--- src/hw/rtl/rsr_pkg.sv ---
package rsr_pkg;

  typedef enum logic [2:0] {
    ST_IDLE,
    ST_SCAN,
    ST_WAIT,
    ST_WRITE,
    ST_CLEAR
  } state_e;

  typedef struct packed {
    logic load;
    logic reject;
    logic scan_start;
    logic scan_step;
    logic write_back;
    logic clear_step;
    logic emit;
  } cmd_t;

  typedef struct packed {
    logic full;
    logic scan_done;
    logic clear_done;
    logic run_empty;
  } sts_t;

endpackage

--- src/hw/rtl/rsr_ctrl.sv ---
module rsr_ctrl import rsr_pkg::*; (
  input  logic clk_i,
  input  logic rst_ni,
  input  logic start_i,
  input  logic kind_i,
  input  sts_t sts_i,
  output cmd_t cmd_o,
  output logic busy_o
);

  state_e state_q, state_d;
  logic   go;

  assign go = start_i && (state_q == ST_IDLE);

  always_comb begin
    state_d = state_q;
    case (state_q)
      ST_IDLE: begin
        if (go && kind_i && sts_i.full) begin
          state_d = ST_SCAN;
        end
      end
      ST_SCAN: begin
        if (sts_i.scan_done) begin
          state_d = ST_WAIT;
        end
      end
      ST_WAIT:  state_d = ST_WRITE;
      ST_WRITE: state_d = sts_i.run_empty ? ST_CLEAR : ST_IDLE;
      ST_CLEAR: begin
        if (sts_i.clear_done) begin
          state_d = ST_IDLE;
        end
      end
      default:  state_d = ST_IDLE;
    endcase
  end

  always_comb begin
    cmd_o = '0;
    case (state_q)
      ST_IDLE: begin
        cmd_o.load       = go && !kind_i;
        cmd_o.reject     = go && kind_i && !sts_i.full;
        cmd_o.scan_start = go && kind_i && sts_i.full;
      end
      ST_SCAN:  cmd_o.scan_step = 1'b1;
      ST_WAIT:  cmd_o.scan_step = 1'b1;
      ST_WRITE: begin
        cmd_o.write_back = 1'b1;
        cmd_o.emit       = 1'b1;
      end
      ST_CLEAR: cmd_o.clear_step = 1'b1;
      default:  cmd_o = '0;
    endcase
  end

  assign busy_o = (state_q != ST_IDLE);

  always_ff @(posedge clk_i or negedge rst_ni) begin
    if (!rst_ni) begin
      state_q <= ST_IDLE;
    end else begin
      state_q <= state_d;
    end
  end

  assert property (@(posedge clk_i) disable iff (!rst_ni)
    (state_q == ST_WRITE) |=> (state_q == ST_IDLE || state_q == ST_CLEAR))
    else $error("write not followed by idle or clear");
  assert property (@(posedge clk_i) disable iff (!rst_ni)
    $onehot0({cmd_o.load, cmd_o.reject, cmd_o.scan_start}))
    else $error("conflicting commands");
  assert property (@(posedge clk_i) disable iff (!rst_ni)
    (state_q == ST_WAIT) |=> (state_q == ST_WRITE))
    else $error("wait not followed by write");

endmodule

--- config.mk ---
export PLATFORM = sky130hd
export DESIGN_NAME = rsr_ctrl
export DESIGN_NICKNAME = d
export VERILOG_FILES = /design/src/hw/rtl/rsr_pkg.sv /design/src/hw/rtl/rsr_ctrl.sv
export SDC_FILE = /design/constraint.sdc
export NUM_CORES = 1
export LEC_CHECK = 0
export BUFFER_PORTS_ARGS = -buffer_cell sky130_fd_sc_hd__clkbuf_2
export CORE_AREA = 2 2 39 41
export CTS_BUF_LIST = sky130_fd_sc_hd__clkbuf_16
export CTS_CLUSTER_DIAMETER = 200
export CTS_CLUSTER_SIZE = 14
export DETAILED_ROUTE_END_ITERATION = 7
export DIE_AREA = 0 0 41 43
export MAX_ROUTING_LAYER = met4
export PLACE_DENSITY_LB_ADDON = 0.12
export SYNTH_ARGS = -nofsm -noshare
export SYNTH_HDL_FRONTEND = slang
export SYNTH_SLANG_ARGS = --single-unit
--- constraint.sdc ---
create_clock -name clk_i -period 1.2 [get_ports clk_i]
set_clock_uncertainty 0.15 [all_clocks]
set_input_delay 0 -clock clk_i [delete_from_list [all_inputs] [get_ports clk_i]]
set_output_delay 0 -clock clk_i [all_outputs]
set_load 0.02 [all_outputs]
## After elaboration in Yosys (flattened, before gate mapping)

Index checks and enable logic that the tools add are counted.

- Flip-flop bits (word level): 3
- Bits in latches: 0
- Logic and storage cells: 28
- Bits in writable memories: 0
- Bits in read-only memories: 0
- Memories: 0

- Shifts and indexed selects: 0
- Reductions and logical operators: 11
- Bitwise logic cells: 0
- $add $sub $neg: 0
- Muxes and demuxes: 9
- Multiply operators: 0
- Divide/modulo/power cells: 0
- Order comparisons: 0
- Equal/unequal tests: 7

Operators with widths:

| operator | number |
|---|---|
| 3-bit 2-to-1 mux | 5 |
| 3-bit one-hot mux with 5 select lines | 1 |
| 3-bit by 2-bit equality test with 1-bit output, second input constant | 2 |
| 1-bit logical AND | 5 |
| 2-bit != test, second input constant | 2 |
| 3-bit by 1-bit equality test with 1-bit output, second input constant | 1 |
| 3-bit equality test, second input constant | 1 |
| 3-bit zero test | 1 |
| 1-bit 2-to-1 mux | 3 |
| 3-bit AND reduction | 1 |
| 3-bit nonzero test | 1 |
| 1-bit zero test | 2 |
| 2-bit by 1-bit != test with 1-bit output, second input constant | 1 |
| 2-bit OR reduction | 1 |

## Logic depth before layout (Yosys ltp)

- Depth in word-level cells: 6
- Depth in mapped cells: 2
- Depth with buffers taken out: 2

## Least setup slack after synthesis

OpenSTA, ideal clock, no wires.

- Path type: flip-flop to flip-flop
- Start: reg state_q[0]
- End: reg state_q[2]
- Path slack: -266 ps
- Library setup time: 69 ps
- Data arrival time: 1247 ps
- Required time: 981 ps
- Period minus slack after synthesis: 1466 ps
- Stages on the path, launching flop included: 3
- Cells stage by stage: dfrtp_1 > nor3b_1 > a22o_1

- Longest elaborated chain between the ends: 6

Ends and longest elaborated chain:

| element | line | source |
|---|---|---|
| start, declared | rsr_ctrl.sv:11 | `state_e state_q, state_d;` |
| start signal, assigned | rsr_ctrl.sv:65 | `state_q <= state_d;` |
| 3-bit zero test | rsr_ctrl.sv:14, rsr_ctrl.sv:18 |  |
| 1-bit logical AND | rsr_ctrl.sv:14 | `assign go = start_i && (state_q == ST_IDLE);` |
| 1-bit logical AND (2 in series) | rsr_ctrl.sv:20 | `if (go && kind_i && sts_i.full) begin` |
| 2-bit by 1-bit != test with 1-bit output (no line) | n/a |  |
| 3-bit AND reduction (no line) | n/a |  |

Parallel ways exist; a longest one is shown, timed or not.
A chain may end at the register's enable or synchronous reset.

==> key figures <==
Run status
  – Run status: complete, but fails checks
  – Violated checks: negative setup slack

Clock tree
  – Clk slew on worst S/H paths: 0.03 ns
  – Root buffer cell: clkbuf_16
  – CTS tree: built
  – Maximum clock path buffer count: 2
  – H-tree level count: 1
  – CTS sink cnt: 3
  – Total CTS buffers: 3
  – Clock Latency Late Sink: 0.22 ns

Timing
  – Achievable Freq: 596 MHz
  – Setup TNS after final layout: -2.15 ns
  – Final Hold Viols: 0
  – Setup violations, final: 9
  – Max Slew Vio Count: 0
  – Fin Hold WS: 0.0101 ns
  – Relative slew slack: 0.873
  – Slew of the pin with the lowest slew margin: 0.190 ns
  – Final period util: 1.40
  – Crit path time final: 1.68 ns
  – RSZ-0062 raised after global routing: yes
  – PnR worst setup slack: -0.479 ns

GRT
  – Vias in the first global route: 247
  – First-pass GRT wire length: 938 µm
  – GRT overflow: 0
  – Largest net degree at the start of global routing: 9
  – Total GRT Usage: 0.0846
  – Antenna violations before repair: 0

Worst setup path
  – Setup crit start kind: flip-flop
  – Kind of cell adding the most delay to the critical path: simple AND/OR/NAND/NOR gates
  – Crit end category: output port
  – Crit path kind: flip-flop to output port
  – Slowest stage delay, CP: 0.56 ns
  – Critical Path RT: 1.05 ns
  – WP buf/inv: 1
  – Slowest-stage cell, CP: or4b_4
  – CP Max Fanout: 2
  – Cell Chain, Critical Path: or4b_4, nor3b_4, clkbuf_8
  – WP data arrival: 1.53 ns

Floorplanning
  – Ports: 16
  – Core Box Area: 0.00138 mm²
  – Initial core utilization: 0.149
  – Die width: 41 µm
  – Num rows: 14
  – Die area: 0.00176 mm²
  – Chip Height: 43 µm

Placed design
  – GPL Wtd Cong: 0.613
  – Port Buffer Count: 15

Final layout
  – Commonest non-fill, non-tap cell in the layout: clkbuf_2
  – Biggest regs: state_q: 3 flops
  – Layout Area Growth over Synthesis: 186%
  – Share of post-route cells with drive strength above 1: 0.667
  – Largest Register: state_q
  – Commonest cells after routing, fill and taps aside: clkbuf_2, buf_6, dlygate4sd3_1, buf_4
  – Register area: 75.1 µm²
  – Diodes inserted: 0
  – Area of the multi-input gates: 174 µm²
  – Filler cells: 135
  – Largest register FFs: 3
  – Nets: 60

Detailed routing
  – Via count: 270
  – Met3 WL: 45 µm
  – Post-DRT Antenna Nets: 0
  – Via density: 4.03
  – Met2 wire length: 342 µm
  – Top sig layer: met3
  – TritonRoute pass-1 iters: 2
  – Initial DRC count: 2
  – DRT met1 WL: 271 µm
  – Avg WL per Cell: 9.82 µm
  – Post-Route WL: 658 µm
  – DR DRC count: 0

Logic synthesis
  – Post-synthesis sequential area ratio: 0.364
  – Post-Syn Nets: 30
  – Post-synthesis cell type count: 16
  – Mapped cell area: 206 µm²
  – Yosys warns: 0
  – Flops & latches, synth: 3
  – Synthesized area per cell: 9.38 µm²
  – Syn Inst Count: 22

Flow run
  – Max_cap viols: 0

Pwr
  – Max VDD drop: 1.25 mV
  – Static Leak: 0.276 nW
  – Pwr dens: 2600 mW/mm²

Worst hold path
  – Hold Path Class: input port to flip-flop
## stage by stage
| stage | total power, mW | worst slack (ns) | cell area (µm²) | utilization | cells |
|---|---|---|---|---|---|
| finish | 1.54 | -0.479 | 591 | 0.427 | 67 |
| detailed placement | 0.734 | -0.287 | 345 | 0.250 | 56 |
| global route | 1.62 | -0.524 | 591 | 0.427 | 67 |
| CTS | 1.38 | -0.496 | 532 | 0.384 | 65 |
| global placement | 0.722 | -0.235 | 345 | 0.250 | 56 |
| floorplan | 0.527 | -0.233 | 228 | - | 22 |
## area by class of cell
class / count / share of cell area
repair buffers: 26 / 0.405
multi-input cells: 17 / 0.294
flip-flops and latches: 3 / 0.127
clock buffers: 3 / 0.127
well taps: 16 / 0.0339
clock inverters: 1 / 0.00636
inverters: 1 / 0.00636
## where the power goes
group | internal (mW) | leakage, nW | switching, mW
clock | 0.429 | 0.0423 | 0.0841
sequential | 0.142 | 0.0385 | 0.0297
combinational | 0.464 | 0.195 | 0.386
## worst paths after layout
kind                              endpoint  slack, ns        from  depth (start not counted)
worst min register to register  state_q[1]       0.44  state_q[2]                          2
worst max-delay path              cmd_o[5]      -0.48  state_q[2]                          3
max in group asynchronous       state_q[0]       0.27      rst_ni                          3
worst max register to register  state_q[2]      -0.03  state_q[1]                          3
min in group asynchronous       state_q[1]       0.49      rst_ni                          3
worst min-delay path            state_q[0]       0.01     start_i                          3
## synth_stat cells, drive strengths merged
cell	number	area share
buf	1	0.036
o21a	1	0.036
a21oi	2	0.048
a22o	1	0.042
and3b	1	0.048
nand3	1	0.024
nor2	3	0.055
or4b	1	0.067
nand3b	1	0.036
inv	1	0.018
dfrtp	3	0.36
nand2b	2	0.061
a211oi	1	0.036
or3	1	0.030
nor3b	2	0.097
## worst reg2reg max path: stages (launching register included)
cell,delay [ns]
dfrtp_1,0.39
buf_6,0.15
and3b_2,0.20
a22o_1,0.22
## cells by family after synthesis
family | count (synthesis) | synth area share
and+or+nand+nor | 12 | 0.418
AOI/OAI and AO/OA | 5 | 0.164
DFF | 3 | 0.364
buffers and inverters | 2 | 0.0545
## routing by layer
metal	global-route usage	vias up
met3	0.0157	0
met1	0.0877	121
li1	-	139
met4	0.0600	0
met2	0.134	10
met5	-	-
## timing repair
action | CTS | global route
pin swaps | 2 | 2
hold buffers | 5 | 0
buffers inserted | 0 | 2
hold endpoints to repair | 6 | 0
setup endpoints to repair | 10 | 9
gates resized for setup | 13 | 16
No activity file was read; power rests on OpenSTA's default activity.
